### config.mk
export PLATFORM = sky130hd
export DESIGN_NAME = cruise_throttle_controller_core
export DESIGN_NICKNAME = d
export VERILOG_FILES = /design/src/rtl/core/cthr_pkg.sv /design/src/rtl/core/cthr_encoder.sv /design/src/rtl/core/cthr_control.sv /design/src/rtl/core/cruise_throttle_controller_core.sv
export SDC_FILE = /design/constraint.sdc
export NUM_CORES = 1
export LEC_CHECK = 0
export ABC_AREA = 1
export BUFFER_PORTS_ARGS = -buffer_cell sky130_fd_sc_hd__buf_2
export CORE_ASPECT_RATIO = 0.7
export CORE_MARGIN = 5
export CORE_UTILIZATION = 60
export CTS_CLUSTER_SIZE = 28
export DETAILED_ROUTE_END_ITERATION = 12
export HOLD_SLACK_MARGIN = 0.15
export PLACE_DENSITY = 0.86
export SLEW_MARGIN = 20
export SYNTH_ARGS = -nofsm -noshare
export SYNTH_HDL_FRONTEND = slang
export SYNTH_SLANG_ARGS = --single-unit
### constraint.sdc
create_clock -name clock -period 4.1 [get_ports clock]
set_clock_uncertainty 0.1 [all_clocks]
set_input_delay 0.205 -clock clock [delete_from_list [all_inputs] [get_ports clock]]
set_output_delay 0.205 -clock clock [all_outputs]
set_load 0.01 [all_outputs]
### src/rtl/core/cthr_pkg.sv
// Shared types, constants and register indexes of the cruise throttle controller.
// Used by every module under rtl/core; depends on nothing.
`timescale 1ns / 1ps

package cthr_pkg;

   localparam int COUNTER_BITS_DEF = 16;
   localparam int ADC_BITS_DEF     = 12;

   localparam int RPM_BITS   = 14;
   localparam int SPEED_BITS = 8;
   localparam int DZ_BITS    = 12;
   localparam int STEP_BITS  = 8;
   localparam int CSR_IDX_BITS  = 2;
   localparam int CSR_DATA_BITS = 14;

   // one detent is four counts
   localparam int STEP_SHIFT  = 2;
   localparam int STEP_COUNTS = 1 << STEP_SHIFT;

   localparam logic [SPEED_BITS-1:0] MIN_SPEED_RST    = 8'd30;
   localparam logic [SPEED_BITS-1:0] MAX_SPEED_RST    = 8'd130;
   localparam logic [RPM_BITS-1:0]   SHUTDOWN_RPM_RST = 14'd3500;
   localparam logic [DZ_BITS-1:0]    DEAD_ZONE_RST    = 12'd30;

   typedef enum logic [CSR_IDX_BITS-1:0] {
      CSR_MIN_SPEED    = 2'd0,
      CSR_MAX_SPEED    = 2'd1,
      CSR_SHUTDOWN_RPM = 2'd2,
      CSR_DEAD_ZONE    = 2'd3
   } csr_idx_type;

   typedef enum logic [1:0] {
      DIR_NONE = 2'd0,
      DIR_INC  = 2'd1,
      DIR_DEC  = 2'd2
   } dir_type;

   typedef struct packed {
      logic [SPEED_BITS-1:0] min_speed;
      logic [SPEED_BITS-1:0] max_speed;
      logic [RPM_BITS-1:0]   shutdown_rpm;
      logic [DZ_BITS-1:0]    dead_zone;
   } cfg_type;

   typedef struct packed {
      logic                  pulse;
      logic [SPEED_BITS-1:0] latched_speed;
      logic                  hold_mode;
      logic                  active;
      dir_type               direction;
      logic                  motor_on;
      logic                  clutch_on;
   } ctrl_out_type;

endpackage

### src/rtl/core/cthr_encoder.sv
// Quadrature encoder detent counter: stored reading and signed step output.
// Depends on cthr_pkg.
`timescale 1ns / 1ps

module cthr_encoder #(
   parameter int COUNTER_BITS = cthr_pkg::COUNTER_BITS_DEF
) (
   input  logic                           clock,
   input  logic                           reset,
   input  logic                           advance,
   input  logic [COUNTER_BITS-1:0]        reading,
   output logic [cthr_pkg::STEP_BITS-1:0] steps
);

   localparam int DW = (COUNTER_BITS + 1 > cthr_pkg::STEP_BITS + 2) ?
                       COUNTER_BITS + 1 : cthr_pkg::STEP_BITS + 2;
   localparam logic signed [DW-1:0] STEP_POS = DW'(cthr_pkg::STEP_COUNTS);
   localparam logic signed [DW-1:0] STEP_NEG = -STEP_POS;
   localparam logic signed [DW-1:0] BIAS     = STEP_POS - DW'(1);

   logic [COUNTER_BITS-1:0] stored_ff, stored_in;
   logic signed [DW-1:0]    diff, rounded, quot;
   logic                    moved;

   always_comb begin
      diff    = $signed({{(DW-COUNTER_BITS){1'b0}}, reading})
              - $signed({{(DW-COUNTER_BITS){1'b0}}, stored_ff});
      moved   = (diff >= STEP_POS) || (diff <= STEP_NEG);
      // round toward zero for negative differences
      rounded = diff + (diff[DW-1] ? BIAS : '0);
      quot    = rounded >>> cthr_pkg::STEP_SHIFT;
      steps   = moved ? quot[cthr_pkg::STEP_BITS-1:0] : '0;
      stored_in = (advance && moved) ? reading : stored_ff;
   end

   always_ff @(posedge clock) begin
      if (reset) begin
         stored_ff <= '0;
      end else begin
         stored_ff <= stored_in;
      end
   end

endmodule

### src/rtl/core/cthr_control.sv
// Engagement, mode and throttle motor control state for one tick per item.
// Depends on cthr_pkg.
`timescale 1ns / 1ps

module cthr_control #(
   parameter int ADC_BITS = cthr_pkg::ADC_BITS_DEF
) (
   input  logic                            clock,
   input  logic                            reset,
   input  logic                            advance,
   input  logic                            short_press,
   input  logic                            long_press,
   input  logic [cthr_pkg::RPM_BITS-1:0]   engine_rpm,
   input  logic [cthr_pkg::SPEED_BITS-1:0] vehicle_speed,
   input  logic [ADC_BITS-1:0]             accel_position,
   input  cthr_pkg::cfg_type               cfg,
   output cthr_pkg::ctrl_out_type          result
);

   localparam int EW = (ADC_BITS > cthr_pkg::DZ_BITS) ? ADC_BITS : cthr_pkg::DZ_BITS;

   logic                            engaged_ff, engaged_in;
   logic                            last_ff, last_in;
   logic                            mode_ff, mode_in;
   logic [cthr_pkg::SPEED_BITS-1:0] hold_ff, hold_in;
   logic [ADC_BITS-1:0]             target_ff, target_in;
   logic                            clutch_ff, clutch_in;
   logic                            motor_ff, motor_in;
   cthr_pkg::dir_type               dir_ff, dir_in;
   logic                            pulse;
   logic signed [ADC_BITS:0]        err;
   logic [ADC_BITS:0]               mag;
   logic [EW-1:0]                   mag_ext;

   always_comb begin
      mode_in   = long_press ? !mode_ff : mode_ff;
      engaged_in = engaged_ff;
      last_in   = last_ff;
      hold_in   = hold_ff;
      target_in = target_ff;
      clutch_in = clutch_ff;
      motor_in  = motor_ff;
      dir_in    = dir_ff;
      pulse     = 1'b0;

      err     = $signed({1'b0, target_ff}) - $signed({1'b0, accel_position});
      mag     = err[ADC_BITS] ? -err : err;
      mag_ext = EW'(mag[ADC_BITS-1:0]);

      if (!long_press && short_press) begin
         if (engaged_ff) begin
            engaged_in = 1'b0;
         end else if ((vehicle_speed > cfg.min_speed) && (vehicle_speed < cfg.max_speed)) begin
            hold_in    = vehicle_speed;
            engaged_in = 1'b1;
            clutch_in  = 1'b1;
         end
      end

      if (engine_rpm > cfg.shutdown_rpm) begin
         engaged_in = 1'b0;
      end

      if (engaged_in) begin
         if (!last_ff) begin
            clutch_in = 1'b1;
            motor_in  = 1'b1;
            pulse     = 1'b1;
            last_in   = 1'b1;
            target_in = accel_position;
         end else begin
            dir_in   = err[ADC_BITS] ? cthr_pkg::DIR_DEC : cthr_pkg::DIR_INC;
            motor_in = !(mag_ext < EW'(cfg.dead_zone));
         end
      end else begin
         clutch_in = 1'b0;
         motor_in  = 1'b0;
         dir_in    = cthr_pkg::DIR_NONE;
         last_in   = 1'b0;
      end

      result.pulse         = pulse;
      result.latched_speed = hold_in;
      result.hold_mode     = mode_in;
      result.active        = engaged_in;
      result.direction     = dir_in;
      result.motor_on      = motor_in;
      result.clutch_on     = clutch_in;
   end

   always_ff @(posedge clock) begin
      if (reset) begin
         engaged_ff <= 1'b0;
         last_ff    <= 1'b0;
         mode_ff    <= 1'b0;
         hold_ff    <= '0;
         target_ff  <= '0;
         clutch_ff  <= 1'b0;
         motor_ff   <= 1'b0;
         dir_ff     <= cthr_pkg::DIR_NONE;
      end else if (advance) begin
         engaged_ff <= engaged_in;
         last_ff    <= last_in;
         mode_ff    <= mode_in;
         hold_ff    <= hold_in;
         target_ff  <= target_in;
         clutch_ff  <= clutch_in;
         motor_ff   <= motor_in;
         dir_ff     <= dir_in;
      end
   end

endmodule

### src/rtl/core/cruise_throttle_controller_core.sv
// Cruise throttle controller top level: input register, tick logic, result register.
// Depends on cthr_pkg, cthr_encoder and cthr_control.
//
// Usage:
//   req_* carries one control tick per item; rsp_* returns exactly one result
//   item per tick, in order. csr_we/csr_addr/csr_wdata write the four limit
//   registers (min speed, max speed, shutdown rpm, dead zone);
//   write them only while no tick is in flight.
//   Two register stages: input register, then result register.
//   Throughput: one item per cycle unless the receiver stalls; the tick logic
//   is a single pass of compares and adds between the two registers.
//   Reset (synchronous, active high) empties both stages, clears all control
//   state and the stored encoder readings, and loads the register defaults.
//   When the receiver stalls, the result register holds its item and the
//   input register can still take one more tick; req_tready drops only
//   when both stages are full and rsp_tready is low.
`timescale 1ns / 1ps

module cruise_throttle_controller_core #(
   parameter int ADC_BITS     = cthr_pkg::ADC_BITS_DEF,
   parameter int COUNTER_BITS = cthr_pkg::COUNTER_BITS_DEF,
   localparam int REQ_RAW     = 2 * COUNTER_BITS + 2 + cthr_pkg::RPM_BITS
                              + cthr_pkg::SPEED_BITS + ADC_BITS,
   localparam int REQ_W       = ((REQ_RAW + 7) / 8) * 8,
   localparam int RSP_RAW     = 2 * cthr_pkg::STEP_BITS + 6 + cthr_pkg::SPEED_BITS + 1,
   localparam int RSP_W       = ((RSP_RAW + 7) / 8) * 8
) (
   input  logic                               clock,
   input  logic                               reset,
   input  logic                               req_tvalid,
   output logic                               req_tready,
   // menu_encoder_count, cruise_encoder_count, short_press, long_press,
   // engine_rpm, vehicle_speed, accel_position, zero fill
   input  logic [REQ_W-1:0]                   req_tdata,
   output logic                               rsp_tvalid,
   input  logic                               rsp_tready,
   // menu_steps, cruise_steps, clutch_on, motor_on, motor_direction,
   // cruise_active, hold_mode, latched_speed, show_cruise_screen, zero fill
   output logic [RSP_W-1:0]                   rsp_tdata,
   input  logic                               csr_we,
   input  logic [cthr_pkg::CSR_IDX_BITS-1:0]  csr_addr,
   input  logic [cthr_pkg::CSR_DATA_BITS-1:0] csr_wdata
);

   localparam int O_CRUISE = COUNTER_BITS;
   localparam int O_SP     = 2 * COUNTER_BITS;
   localparam int O_LP     = O_SP + 1;
   localparam int O_RPM    = O_LP + 1;
   localparam int O_SPEED  = O_RPM + cthr_pkg::RPM_BITS;
   localparam int O_POS    = O_SPEED + cthr_pkg::SPEED_BITS;

   logic                            s1_valid_ff, s1_valid_in;
   logic [REQ_W-1:0]                s1_data_ff;
   logic                            out_valid_ff, out_valid_in;
   logic [cthr_pkg::STEP_BITS-1:0]  msteps_ff, csteps_ff;
   cthr_pkg::ctrl_out_type          ctrl_ff;
   logic [cthr_pkg::STEP_BITS-1:0]  msteps, csteps;
   cthr_pkg::ctrl_out_type          ctrl;
   cthr_pkg::cfg_type               cfg_ff, cfg_in;
   logic                            advance;
   logic                            req_take;

   assign advance    = s1_valid_ff && (!out_valid_ff || rsp_tready);
   assign req_tready = !s1_valid_ff || advance;
   assign req_take   = req_tvalid && req_tready;

   always_comb begin
      s1_valid_in  = req_take || (s1_valid_ff && !advance);
      out_valid_in = advance || (out_valid_ff && !rsp_tready);
   end

   always_comb begin
      cfg_in = cfg_ff;
      if (csr_we) begin
         unique case (cthr_pkg::csr_idx_type'(csr_addr))
            cthr_pkg::CSR_MIN_SPEED: begin
               cfg_in.min_speed = csr_wdata[cthr_pkg::SPEED_BITS-1:0];
            end
            cthr_pkg::CSR_MAX_SPEED: begin
               cfg_in.max_speed = csr_wdata[cthr_pkg::SPEED_BITS-1:0];
            end
            cthr_pkg::CSR_SHUTDOWN_RPM: begin
               cfg_in.shutdown_rpm = csr_wdata[cthr_pkg::RPM_BITS-1:0];
            end
            cthr_pkg::CSR_DEAD_ZONE: begin
               cfg_in.dead_zone = csr_wdata[cthr_pkg::DZ_BITS-1:0];
            end
         endcase
      end
   end

   cthr_encoder #(.COUNTER_BITS(COUNTER_BITS)) u_menu_enc (
      .clock   (clock),
      .reset   (reset),
      .advance (advance),
      .reading (s1_data_ff[COUNTER_BITS-1:0]),
      .steps   (msteps)
   );

   cthr_encoder #(.COUNTER_BITS(COUNTER_BITS)) u_cruise_enc (
      .clock   (clock),
      .reset   (reset),
      .advance (advance),
      .reading (s1_data_ff[O_CRUISE +: COUNTER_BITS]),
      .steps   (csteps)
   );

   cthr_control #(.ADC_BITS(ADC_BITS)) u_control (
      .clock          (clock),
      .reset          (reset),
      .advance        (advance),
      .short_press    (s1_data_ff[O_SP]),
      .long_press     (s1_data_ff[O_LP]),
      .engine_rpm     (s1_data_ff[O_RPM +: cthr_pkg::RPM_BITS]),
      .vehicle_speed  (s1_data_ff[O_SPEED +: cthr_pkg::SPEED_BITS]),
      .accel_position (s1_data_ff[O_POS +: ADC_BITS]),
      .cfg            (cfg_ff),
      .result         (ctrl)
   );

   always_ff @(posedge clock) begin
      if (reset) begin
         s1_valid_ff         <= 1'b0;
         out_valid_ff        <= 1'b0;
         cfg_ff.min_speed    <= cthr_pkg::MIN_SPEED_RST;
         cfg_ff.max_speed    <= cthr_pkg::MAX_SPEED_RST;
         cfg_ff.shutdown_rpm <= cthr_pkg::SHUTDOWN_RPM_RST;
         cfg_ff.dead_zone    <= cthr_pkg::DEAD_ZONE_RST;
      end else begin
         s1_valid_ff  <= s1_valid_in;
         out_valid_ff <= out_valid_in;
         cfg_ff       <= cfg_in;
      end
   end

   always_ff @(posedge clock) begin
      if (req_take) begin
         s1_data_ff <= req_tdata;
      end
      if (advance) begin
         msteps_ff <= msteps;
         csteps_ff <= csteps;
         ctrl_ff   <= ctrl;
      end
   end

   assign rsp_tvalid = out_valid_ff;
   assign rsp_tdata  = {{(RSP_W-RSP_RAW){1'b0}},
                        ctrl_ff.pulse, ctrl_ff.latched_speed, ctrl_ff.hold_mode,
                        ctrl_ff.active, ctrl_ff.direction, ctrl_ff.motor_on,
                        ctrl_ff.clutch_on, csteps_ff, msteps_ff};

`ifndef ASSERT_OFF
   a_pulse_engaged: assert property (@(posedge clock) disable iff (reset)
      (out_valid_ff && ctrl_ff.pulse) |->
         (ctrl_ff.active && ctrl_ff.clutch_on && ctrl_ff.motor_on))
      else $error("screen pulse without full engagement");

   a_idle_outputs: assert property (@(posedge clock) disable iff (reset)
      (out_valid_ff && !ctrl_ff.active) |->
         (!ctrl_ff.clutch_on && !ctrl_ff.motor_on &&
          ctrl_ff.direction == cthr_pkg::DIR_NONE))
      else $error("actuator driven while cruise is off");

   a_motor_clutch: assert property (@(posedge clock) disable iff (reset)
      (out_valid_ff && ctrl_ff.motor_on) |-> ctrl_ff.clutch_on)
      else $error("motor on with clutch open");

   a_advance_result: assert property (@(posedge clock) disable iff (reset)
      advance |=> out_valid_ff)
      else $error("advanced item did not reach the result register");
`endif

endmodule
* After elaboration in Yosys (flattened, before gate mapping)
Index checks and enable logic that the tools add are counted.
Operators by class: add/sub/neg operators 6, $lt $le $gt $ge 8, equality and inequality tests 3, muxes and demuxes 22, bitwise gates (word level) 1, reduce and logical (&&, ||, !) cells 27
Operator list (number):
- 17-bit by 4-bit >= comparator with 1-bit output, second input constant | 2
- 17-bit by 3-bit less-or-equal comparator with 1-bit output, second input constant | 2
- 16-bit by 16-bit subtractor with 17-bit output | 2
- 8-bit two-way mux | 3
- 10-bit adder | 2
- 14-bit greater-than comparator | 1
- 1-bit two-way mux | 13
- 12-bit by 12-bit subtractor with 13-bit output | 1
- 12-bit < comparator | 1
- 12-bit two-way mux | 1
- 12-bit negation | 1
- 2-bit two-way mux | 5
- 8-bit greater-than comparator | 1
- 1-bit logical AND | 8
- 8-bit < comparator | 1
- 2-bit AND reduction | 4
- 1-bit zero test | 7
- 1-bit logical OR | 6
- 2-bit == test, second input constant | 2
- 3-bit AND reduction | 1
- 2-bit by 1-bit == test with 1-bit output, second input constant | 1
- 2-bit zero test | 1
- 1-bit inverter | 1
Storage, ports and cells: register bits after elaboration 201, bits of input ports 93, word-level logic and storage cells 92

* Longest topological paths before layout
Gate-level depths: netlist of the first run.
depth in word-level cells 7, mapped depth 22, gate-level depth less buffers 22

* Hierarchy
Synthesis of the first run repeated with hierarchy kept, for this count alone.
Second synthesis, totals: cell total of the unflattened synthesis 1722, area, all modules 12657.1 um^2
Modules (own cells, without submodules):
- cruise_throttle_controller_core | times used 1, cells an instance 354, area each 4714.5 um^2
- cthr_encoder | times used 2, cells an instance 413, area each 2331.0 um^2
- cthr_control | times used 1, cells an instance 542, area each 3280.6 um^2

* Least setup slack after synthesis of the first run
OpenSTA, ideal clock, no wires.
path kind reg2reg, start reg s1_data_ff[56], end reg ctrl_ff, in the netlist rsp_tdata[17] (data pin), library setup time 0.261 ns, arrival time 2.874 ns, data required time 3.739 ns, setup slack 0.865 ns, stages on the path, launching flop included 21, buffers on the path 0, clock period less this slack 3.235 ns, cells stage by stage edfxtp_1 -> ha_1 -> fa_1 -> inv_1 -> nand3_1 -> nand2_1 -> a21boi_0 -> xnor2_1 -> nor2_1 -> nand2_1 -> nand2_1 -> xor2_1 -> inv_1 -> ha_1 -> nand2_1 -> nor2_1 -> a211oi_1 -> o21a_1 -> o21ai_0 -> nand3_1 -> a21oi_1
Between the ends: word-level cells in the longest chain between the ends 6
Ends and longest elaborated chain:
- start, declared | line cruise_throttle_controller_core.sv:53 | logic [REQ_W-1:0] s1_data_ff;
- start signal, assigned | line cruise_throttle_controller_core.sv:138 | s1_data_ff <= req_tdata;
- 12-bit by 12-bit subtractor with 13-bit output (*) | line cthr_control.sv:46 | err = $signed({1'b0, target_ff}) - $signed({1'b0, accel_position});
- 12-bit negation | line cthr_control.sv:47 | mag = err[ADC_BITS] ? -err : err;
- 12-bit two-way mux (*) | line cthr_control.sv:47
- 12-bit < comparator (*) | line cthr_control.sv:73 | motor_in = !(mag_ext < EW'(cfg.dead_zone));
- 1-bit zero test (*) | line cthr_control.sv:73
- 1-bit two-way mux (*) | line cthr_control.sv:65 | if (!last_ff) begin
- end signal, assigned | line cruise_throttle_controller_core.sv:143 | ctrl_ff <= ctrl;
- end, declared | line cruise_throttle_controller_core.sv:56 | cthr_pkg::ctrl_out_type ctrl_ff;
Mark *: on every way between the ends. The rest lies on a longest branch, timed or not. A chain may end at the register's enable or synchronous reset.

* Worst setup path in the final report of the first run
Ends and elaborated chain as after synthesis.

==> key figures, run 1 <==
Logic synthesis
  • Syn Area/Cell: 7.45 µm²
  • Top FF cell, synth: dfxtp_1
  • Top cell type by total area after synthesis: edfxtp_1
  • Sequential area share after synthesis: 41.3%
  • Yosys reg bits: 200
  • Yosys warnings: 0
  • Mapped Area: 0.0121 mm²
  • Async S/R FF share, synth: 0%
  • Number of flops mapped to enable cells by yosys: 99
  • Post-synthesis cell count: 1622
  • Yosys top cell area share: 24.6%
  • Distinct cells, synth: 43
  • Mapped Nets: 1805
  • Top post-synthesis cells by area: edfxtp_1 (25%), dfxtp_1 (17%), nand2_1 (13%)

Setup path
  • Worst-path maximum fanout: 4
  • WP data arrival: 3.75 ns
  • Crit end category: flop
  • Critical path class: flop to flop
  • Worst Setup Start Kind: flop
  • CP required: 4.19 ns

Timing
  • RSZ-0062 raised after global routing: no
  • Worst-margin pin slew: 0.939 ns
  • Endpoints failing setup: 0
  • Fin. max-slew vios: 0
  • Max_slew headroom: 37.3%
  • Max Freq: 0.273 GHz
  • Final period util: 89.3%
  • Setup tns final: 0 ns
  • Final hold violations: 0
  • Tmin final: 3.66 ns
  • Worst setup slack after layout: 0.438 ns

Route
  • Vias per inst: 5.27
  • Drt first-iter violations: 879
  • Vias post-DR: 11100
  • Drt drc: 0
  • Routed len/inst: 14.4 µm
  • Total Wirelength: 30300 µm
  • Antenna viol nets, final: 0
  • Iteration count of the initial detailed-routing pass: 5

Layout
  • Layout cell share with drive strength beyond 1: 11.1%
  • Area grow syn2layout: 19.4%
  • Antenna diodes: 0
  • Net count, final: 2010

Clock tree
  • H-tree levels: 4
  • CTS Root Cell: clkbuf_16
  • Later-pin clock latency in the skew report: 0.45 ns
  • CTS buffer count: 17
  • Clk sinks: 200
  • Maximum clock path buffer count: 2
  • CTS tree: built
  • Clk slew on worst S/H paths: 0.08 ns
  • # Post-CTS Setup Buffers: 0

Placement
  • Pre-CTS setup slack: 0.522 ns
  • GP Congestion: 0.901
  • I/O Buffers: 121
  • Dpl hpwl: 20800 µm

Global route
  • Number of global-route vias before repair: 10800
  • GRT overflow: 0
  • First-pass GRT wire length: 50700 µm
  • Total GRT Usage: 26.3%
  • Antenna violations before repair: 0
  • Largest net degree at the start of global routing: 46

Worst hold path
  • Min-delay worst type: primary input to flop

Flow run
  • Max Cap Viol: 0

Power and ir drop
  • Leakage: 7.33 nW
  • Power Density: 361 mW/mm²
  • VDD IR max: 330 µV

Die
  • Row Count: 43
  • Die height: 129 µm
  • Core area: 0.0198 mm²
  • Die Wd: 180 µm
  • IO Count: 127
  • Initial Util: 61.0%
  • Die area: 0.0231 mm²

Outcome
  • Outcome: completed
[placed cells by master (no fill, tap or decap), types with 2 or more instances in the layout]
cell | synthesis | final
inv_8 | 0 | 3
dlygate4sd3_1 | 0 | 91
a21oi_2 | 4 | 4
a21oi_1 | 102 | 102
nand3_1 | 88 | 88
edfxtp_1 | 99 | 99
nand3_2 | 5 | 5
nand3b_1 | 6 | 6
nor3_1 | 15 | 14
o21ai_0 | 60 | 60
nor2_2 | 9 | 9
inv_2 | 2 | 4
o211ai_1 | 14 | 14
ha_1 | 87 | 87
clkinv_8 | 0 | 6
clkbuf_16 | 0 | 17
nand2_1 | 406 | 406
xor2_1 | 12 | 12
clkinvlp_4 | 0 | 2
buf_2 | 5 | 121
nand2_2 | 12 | 12
buf_4 | 2 | 10
nand2_4 | 2 | 2
and2_1 | 5 | 5
nor2_1 | 132 | 132
fa_1 | 3 | 3
nand4_1 | 63 | 63
dfxtp_1 | 101 | 101
nand3_4 | 3 | 3
inv_1 | 334 | 332
a31oi_1 | 3 | 3
xnor2_1 | 3 | 3
nor3b_1 | 3 | 3
a211oi_1 | 3 | 3
[power breakdown]
group	switching, mW	internal, mW	total (mW)
Combinational	0.763	0.452	1.22
Sequential	0.0497	2.24	2.29
Clock	0.878	0.831	1.71
Total	1.69	3.52	5.21
[metal layers]
layer	GRT usage (%)	part of all wire [%]	wire [µm]	up-vias
met2	44.6	46	14000	398
li1	-	-	-	5600
met5	0	0	0	-
met1	35.5	46	13800	5072
met4	7.48	1.9	567	0
met3	4.38	6.6	2000	53
[state kept, by name, summed over array words and instances (netlist names), 2 cells and up]
signal and count:
u_cruise_enc.stored_ff 16, csteps_ff 8, cfg_ff 42, u_control.dir_ff 2, u_menu_enc.stored_ff 16, msteps_ff 8
s1_data_ff 68, u_control.target_ff 12, u_control.hold_ff 8, rsp_tdata 15
[logic make-up (layout without fill, tap and decap cells)]
| family | count (synthesis) | after routing | synth area share, % |
|---|---|---|---|
| compound gates | 191 | 191 | 8.54 |
| xor+xnor | 15 | 15 | 1.09 |
| fa+ha+maj | 90 | 90 | 9.51 |
| buf+inv | 372 | 590 | 12.1 |
| flops | 200 | 200 | 41.3 |
| other cells | 1 | 1 | 0.0310 |
| simple gates | 753 | 753 | 27.4 |
[cell usage after synthesis (3+ instances only)]
master	instances
nand3_1	88
nand3_2	5
a211oi_1	3
nor3b_1	3
xor2_1	12
nand3_4	3
a31oi_1	3
nor2_1	132
ha_1	87
nand2_2	12
nor2_2	9
nor3_1	15
nand2_1	406
fa_1	3
and2_1	5
a21oi_1	102
nand3b_1	6
nand4_1	63
o21ai_0	60
buf_6	5
o211ai_1	14
inv_1	334
xnor2_1	3
edfxtp_1	99
a21oi_2	4
buf_2	5
clkbuf_1	22
dfxtp_1	101
[final timing paths]
path	end	slack, ns	cells past startpoint	startpoint
hold reg to reg	cfg_ff[39]	0.37	2	cfg_ff[39]
setup / recovery	rsp_tdata[17]	0.44	20	s1_data_ff[56]
hold / removal	cfg_ff[35]	0.18	4	csr_we
setup reg to reg	rsp_tdata[17]	0.44	20	s1_data_ff[56]
[critical path, stage by stage (launching register included)]
cell,delay [ns]
edfxtp_1,0.42
ha_1,0.26
fa_1,0.41
inv_1,0.09
nand3_1,0.07
nand2_1,0.12
a21boi_0,0.17
xnor2_1,0.38
nor2_1,0.11
nand2_1,0.08
nand2_1,0.06
xor2_1,0.14
inv_1,0.05
ha_1,0.30
nand2_1,0.08
nor2_1,0.05
a211oi_1,0.18
o21a_1,0.15
o21ai_0,0.07
nand3_1,0.07
a21oi_1,0.06
[through the flow]
step,power (mW),util [%],area [µm²],instances,hold WS (ns)
after floorplan,3.15,-,12100,1622,0.204
after global placement,3.40,65.2,12900,1987,0.281
after detailed placement,3.45,65.2,12900,1987,0.283
after CTS,5.20,72.8,14400,2109,0.154
after global routing,5.49,72.9,14400,2110,0.222
final,5.21,72.9,14400,2110,0.179
[repair_timing]
action | 4_1_cts | 5_1_grt
hold buffers | 90 | 1
endpoints found under the hold margin | 112 | 2
resized for setup | 0 | 0
[area by class of cell]
type	count	area, µm²
Clock inverter	14	180
Clock buffer	18	429
Tap cell	270	338
Sequential cell	200	4990
Fill cell	1533	5370
Timing Repair Buffer	222	1590
Inverter	336	1260
Multi-Input combinational cell	1050	5640
Note: power is estimated with default switching activity, not from simulation.
==> run 2: changes to the inputs <==
--- a/config.mk
+++ b/config.mk
@@ -12,6 +12,7 @@
 export CORE_UTILIZATION = 60
 export CTS_CLUSTER_SIZE = 28
 export DETAILED_ROUTE_END_ITERATION = 12
+export GPL_TIMING_DRIVEN = 0
 export HOLD_SLACK_MARGIN = 0.15
 export PLACE_DENSITY = 0.86
 export SLEW_MARGIN = 20
==> run 2 against run 1 <==
Compared with the run above: sequential cell count did not move; largest cell class unchanged; power up 0.28%; maximum frequency fell by 4.5%; sequential share of layout area shrank 0.40 points; utilization increased by 0.86 points; first-iteration DRC count grew 12%; sequential power hardly changed; worst hold slack improved by 0.083 ns; critical path type unchanged; die area unchanged.
==> key figures, run 2 (synthesis results as in run 1) <==
Die
  • Row Count: 43
  • IO Count: 127
  • Initial Util: 61.0%
  • Die area: 0.0231 mm²
  • Die height: 129 µm
  • Die Wd: 180 µm
  • Core area: 0.0198 mm²

Layout
  • Storage cell area: 0.00499 mm²
  • Net count, final: 2038
  • Largest Register: s1_data_ff
  • Largest regs: s1_data_ff: 68 flops, cfg_ff: 42 flops
  • Largest register FFs: 68
  • Commonest non-fill, non-tap cell in the layout: nand2_1
  • Most frequent cells in the layout: nand2_1 (406), inv_1 (333), nor2_1 (132)
  • Filler cell count: 1533
  • Layout cell share with drive strength beyond 1: 11.2%
  • Multi-input gate area: 0.00564 mm²
  • Area grow syn2layout: 20.8%
  • Antenna diodes: 0

Placement
  • GP Congestion: 0.901
  • I/O Buffers: 120
  • Dpl hpwl: 21900 µm

Flow run
  • Max Cap Viol: 0

Clock tree
  • Cts hold-fix bufs: 92
  • Maximum clock path buffer count: 2
  • CTS Root Cell: clkbuf_16
  • CTS tree: built
  • Clk sinks: 200
  • Clk slew on worst S/H paths: 0.08 ns
  • Later-pin clock latency in the skew report: 0.45 ns
  • H-tree levels: 4
  • Post-CTS sizing: 0
  • # Post-CTS Setup Buffers: 0
  • CTS buffer count: 17

Setup path
  • Critical path's top delay family: adder cells
  • Max stage delay cell, worst path: edfxtp_1
  • WP data arrival: 3.94 ns
  • CP required: 4.20 ns
  • CP dominant cell by count: nand2_1
  • Buf/Inv on CP: 2
  • Worst Setup Start Kind: flop
  • Worst-path maximum fanout: 4
  • R2R Setup Slk: 0.27 ns
  • Reg-to-reg startpoint: s1_data_ff[56]
  • CP peak stage delay: 0.43 ns
  • Crit end category: flop
  • Critical path depth in cells: 20
  • Cells along the critical path: ha_1, fa_1, inv_1, nand3_1, nand2_1, a21boi_0, xnor2_1, nor2_1, nand2_1, nand2_1, xor2_1, inv_1, ha_1, nand2_1, nor2_1, a211oi_1, o21a_1, o21ai_0, nand3_1, a21oi_1
  • FF-to-FF End: rsp_tdata[17]
  • FF-to-FF path depth: 20
  • Critical path class: flop to flop

Timing
  • Setup tns final: 0 ns
  • Final hold violations: 0
  • Fin. max-slew vios: 0
  • RSZ-0062 raised after global routing: no
  • Final period util: 93.5%
  • Max Freq: 0.261 GHz
  • Endpoints failing setup: 0
  • Max_slew headroom: 45.8%
  • Hold slack: 0.262 ns
  • Worst-margin pin slew: 0.805 ns
  • Tmin final: 3.83 ns

Route
  • Iteration count of the initial detailed-routing pass: 5
  • Antenna viol nets, final: 0
  • Vias post-DR: 11400
  • Vias per inst: 5.31
  • Routed len/inst: 14.7 µm
  • Drt first-iter violations: 982
  • Drt drc: 0
  • Total Wirelength: 31400 µm

Outcome
  • Outcome: completed

Power and ir drop
  • VDD IR max: 410 µV
  • Combinational Power Share: 23.6%
  • Sw frac: 31.9%
  • Power Density: 358 mW/mm²
  • Clk pwr share: 32.5%
  • Sequential share of power: 43.8%
  • Power Internal: 3.56 mW
  • Leakage: 7.40 nW
  • Reported net switching power: 1.67 mW

Global route
  • Antenna violations before repair: 0
  • GRT overflow: 0
  • Largest net degree at the start of global routing: 37
  • First-pass GRT wire length: 52400 µm
  • Total GRT Usage: 27.7%
  • Number of global-route vias before repair: 10800

Worst hold path
  • Min-delay worst type: primary input to flop
  • Worst Hold End: u_control.hold_ff[5]
  • Worst Hold Depth: 4
  • Hold Crit Start: reset
## run 2: cell types whose count changed in the layout (fill, tap and decap cells not counted), sizes merged
cell	change
clkinv	+1
clkbuf	+23
dlygate4sd3	+1
buf	+5
clkinvlp	-2
## run 2: how the worst max path moves through the flow
stage                    from       endpoint  slack, ns
3_5_place_dp   s1_data_ff[56]  rsp_tdata[17]       0.39
3_3_place_gp   s1_data_ff[56]  rsp_tdata[17]       0.47
2_1_floorplan  s1_data_ff[56]  rsp_tdata[17]       0.87
5_1_grt        s1_data_ff[65]  rsp_tdata[17]       0.11
6_report       s1_data_ff[56]  rsp_tdata[17]       0.27
4_1_cts        s1_data_ff[56]  rsp_tdata[17]       0.37
## run 2: power by group through the flow
stage	clock network (mW)	registers (mW)	logic [mW]
4_1_cts	1.70	2.29	1.21
5_1_grt	1.81	2.30	1.40
3_5_place_dp	0	2.33	1.13
2_1_floorplan	0	2.33	0.820
6_report	1.70	2.29	1.24
3_3_place_gp	0	2.33	1.08
## run 2: cell type report
type,count,area share (%)
plain buffers,36,1.36
multi-input cells,1050,38.6
repair buffers,214,10.7
inverters,336,8.66
clock buffers,19,3.18
flip-flops and latches,200,34.2
well taps,270,2.31
clock inverters,13,0.934
## run 2: worst min-delay path, stage by stage
cell and delay [ns]:
clkbuf_1 0.25, a21oi_1 0.18, o21ai_0 0.09, inv_1 0.05
## run 2: per-layer routing
metal,global-route usage [%],vias to the layer above,share of wire [%]
met5,0,-,0
met4,7.88,0,2.0
met3,6.19,59,7.0
met2,46.5,427,47
met1,36.6,5205,44
li1,-,5666,-
## run 2: metrics by stage
stage | util (%) | instances | setup WS (ns) | total power, mW | cell area, µm²
2_1_floorplan | - | 1622 | 0.865 | 3.15 | 12100
3_5_place_dp | 66.0 | 2014 | 0.395 | 3.46 | 13100
4_1_cts | 73.7 | 2138 | 0.371 | 5.20 | 14600
3_3_place_gp | 65.8 | 2012 | 0.473 | 3.42 | 13000
5_1_grt | 73.7 | 2138 | 0.111 | 5.51 | 14600
6_report | 73.7 | 2138 | 0.265 | 5.23 | 14600
==> run 3: changes to the inputs <==
--- a/config.mk
+++ b/config.mk
@@ -15,7 +15,8 @@
 export GPL_TIMING_DRIVEN = 0
 export HOLD_SLACK_MARGIN = 0.15
 export PLACE_DENSITY = 0.86
-export SLEW_MARGIN = 20
+export SETUP_SLACK_MARGIN = 0.5
+export SLEW_MARGIN = 10
 export SYNTH_ARGS = -nofsm -noshare
 export SYNTH_HDL_FRONTEND = slang
 export SYNTH_SLANG_ARGS = --single-unit
==> run 3 against run 2 <==
Compared with the run above: via count rose by 0.33%; power rose by 0.25%; sequential power barely moved; die area did not move; combinational power barely moved; sequential share of layout area fell by 0.30 points; utilization rose by 0.65 points; setup slack improved by 0.34 ns; critical path depth did not move; register-to-register slack improved by 0.34 ns; worst hold slack improved by 0.00059 ns; wire length rose by 0.84%.
==> key figures, run 3 (synthesis results as in run 1) <==
Outcome
  • Outcome: completed

Route
  • Drt first-iter violations: 916
  • Routed len/inst: 14.8 µm
  • Vias post-DR: 11400
  • Drt drc: 0
  • Total Wirelength: 31700 µm
  • Iteration count of the initial detailed-routing pass: 5
  • Antenna viol nets, final: 0
  • Vias per inst: 5.32

Setup path
  • Worst Setup Start Kind: flop
  • Buf/Inv on CP: 4
  • Critical path's top delay family: adder cells
  • CP dominant cell by count: inv_1
  • CP required: 4.20 ns
  • Worst-path maximum fanout: 10
  • CP peak stage delay: 0.42 ns
  • Crit end category: flop
  • Cells along the critical path: ha_2, fa_2, inv_1, nand3_1, nand2_2, nand3_2, nand3_4, inv_1, buf_4, nand2_1, xor2_1, inv_1, ha_4, a21oi_2, nor2_1, a211oi_1, o21a_1, o21ai_0, nand3_1, a21oi_1
  • WP data arrival: 3.60 ns
  • Critical path class: flop to flop
  • Max stage delay cell, worst path: edfxtp_1

Placement
  • I/O Buffers: 120
  • Pre-CTS setup slack: 0.395 ns
  • Dpl hpwl: 21900 µm
  • GP Congestion: 0.901

Timing
  • RSZ-0062 raised after global routing: no
  • Setup tns final: 0 ns
  • Final hold violations: 0
  • Worst setup slack after layout: 0.603 ns
  • Endpoints failing setup: 0
  • Fin. max-slew vios: 0
  • Tmin final: 3.50 ns
  • Final period util: 85.3%
  • Max_slew headroom: 29.2%
  • Max Freq: 0.286 GHz
  • Worst-margin pin slew: 1.05 ns

Global route
  • Met1 capacity usage during global routing: 36.6%
  • First-pass GRT wire length: 52500 µm
  • Largest net degree at the start of global routing: 37
  • Met3 global-route usage: 6.19%
  • Number of global-route vias before repair: 10800
  • GRT overflow: 0
  • Total GRT Usage: 27.7%
  • Met2 usage: 46.6%
  • GR peak layer: met2
  • Antenna violations before repair: 0

Worst hold path
  • Min-delay worst type: primary input to flop

Power and ir drop
  • Sw frac: 31.9%
  • Sequential share of power: 43.7%
  • Clk pwr share: 32.4%
  • Power Internal: 3.57 mW
  • Reported net switching power: 1.67 mW
  • Leakage: 7.43 nW
  • VDD IR max: 411 µV
  • Final Total Pwr: 5.24 mW
  • Power Density: 356 mW/mm²
  • Combinational Power Share: 23.9%

Flow run
  • Max Cap Viol: 0

Layout
  • Commonest non-fill, non-tap cell in the layout: nand2_1
  • Antenna diodes: 0
  • Largest Register: s1_data_ff
  • Most frequent cells in the layout: nand2_1 (403), inv_1 (333), nor2_1 (132)
  • Largest regs: s1_data_ff: 68 flops, cfg_ff: 42 flops
  • Largest register FFs: 68
  • Layout cell share with drive strength beyond 1: 12.2%
  • Net count, final: 2041
  • Area grow syn2layout: 21.9%

Die
  • Die area: 0.0231 mm²
  • IO Count: 127
  • Die Wd: 180 µm
  • Row Count: 43
  • Die height: 129 µm
  • Initial Util: 61.0%
  • Core area: 0.0198 mm²

Clock tree
  • Later-pin clock latency in the skew report: 0.45 ns
  • H-tree levels: 4
  • Maximum clock path buffer count: 2
  • Clk sinks: 200
  • CTS buffer count: 17
  • CTS Root Cell: clkbuf_16
  • CTS tree: built
  • Clk slew on worst S/H paths: 0.08 ns
==> run 3: power by group through the flow <==
stage | clock [mW] | sequential (mW) | combinational, mW
detailed placement | 0 | 2.33 | 1.13
global placement | 0 | 2.33 | 1.08
finish | 1.70 | 2.29 | 1.25
floorplan | 0 | 2.33 | 0.820
CTS | 1.70 | 2.29 | 1.21
global route | 1.80 | 2.30 | 1.42
==> run 3: metal layers <==
| metal | part of all wire (%) | vias to the layer above |
|---|---|---|
| met5 | 0 | - |
| li1 | - | 5665 |
| met1 | 43 | 5217 |
| met4 | 1.7 | 0 |
| met3 | 8.0 | 52 |
| met2 | 47 | 460 |
==> run 3: timing repair <==
action | in CTS | in global routing
buffers inserted | 1 | 2
pin swaps | 1 | 6
endpoints found under the setup margin | 1 | 1
hold buffers | 92 | 0
endpoints found under the hold margin | 112 | 0
resized for setup | 3 | 22
==> run 3: worst paths after layout <==
kind                        from                    to  slack, ns  depth (start not counted)
setup reg to reg  s1_data_ff[56]         rsp_tdata[17]       0.60                         20
setup / recovery  s1_data_ff[56]         rsp_tdata[17]       0.60                         20
hold / removal             reset  u_control.hold_ff[5]       0.26                          4
hold reg to reg       cfg_ff[29]            cfg_ff[29]       0.37                          2
==> run 3: worst reg2reg max path: stages, from the launching register on <==
cell      delay (ns)
edfxtp_1        0.42
ha_2            0.21
fa_2            0.35
inv_1           0.08
nand3_1         0.08
nand2_2         0.16
nand3_2         0.12
nand3_4         0.10
inv_1           0.07
buf_4           0.16
nand2_1         0.08
xor2_1          0.19
inv_1           0.10
ha_4            0.22
a21oi_2         0.12
nor2_1          0.05
a211oi_1        0.24
o21a_1          0.17
o21ai_0         0.08
nand3_1         0.08
a21oi_1         0.06
==> run 3: per-stage QoR <==
step           hold slack (ns)  instances  utilization [%]  area [µm²]
2_1_floorplan            0.204       1622                -       12100
3_3_place_gp             0.281       2012             65.8       13000
3_5_place_dp             0.283       2014             66.0       13100
4_1_cts                  0.262       2139             73.8       14600
5_1_grt                  0.281       2141             74.4       14700
6_report                 0.263       2141             74.4       14700
==> run 3: area by class of cell <==
| class | instances | area [µm²] |
|---|---|---|
| plain buffers | 36 | 203 |
| fillers | 1509 | 5070 |
| clock inverters | 13 | 136 |
| clock buffers | 19 | 464 |
| repair buffers | 217 | 1590 |
| well taps | 270 | 338 |
| flip-flops and latches | 200 | 4990 |
| multi-input cells | 1050 | 5740 |
| inverters | 336 | 1260 |
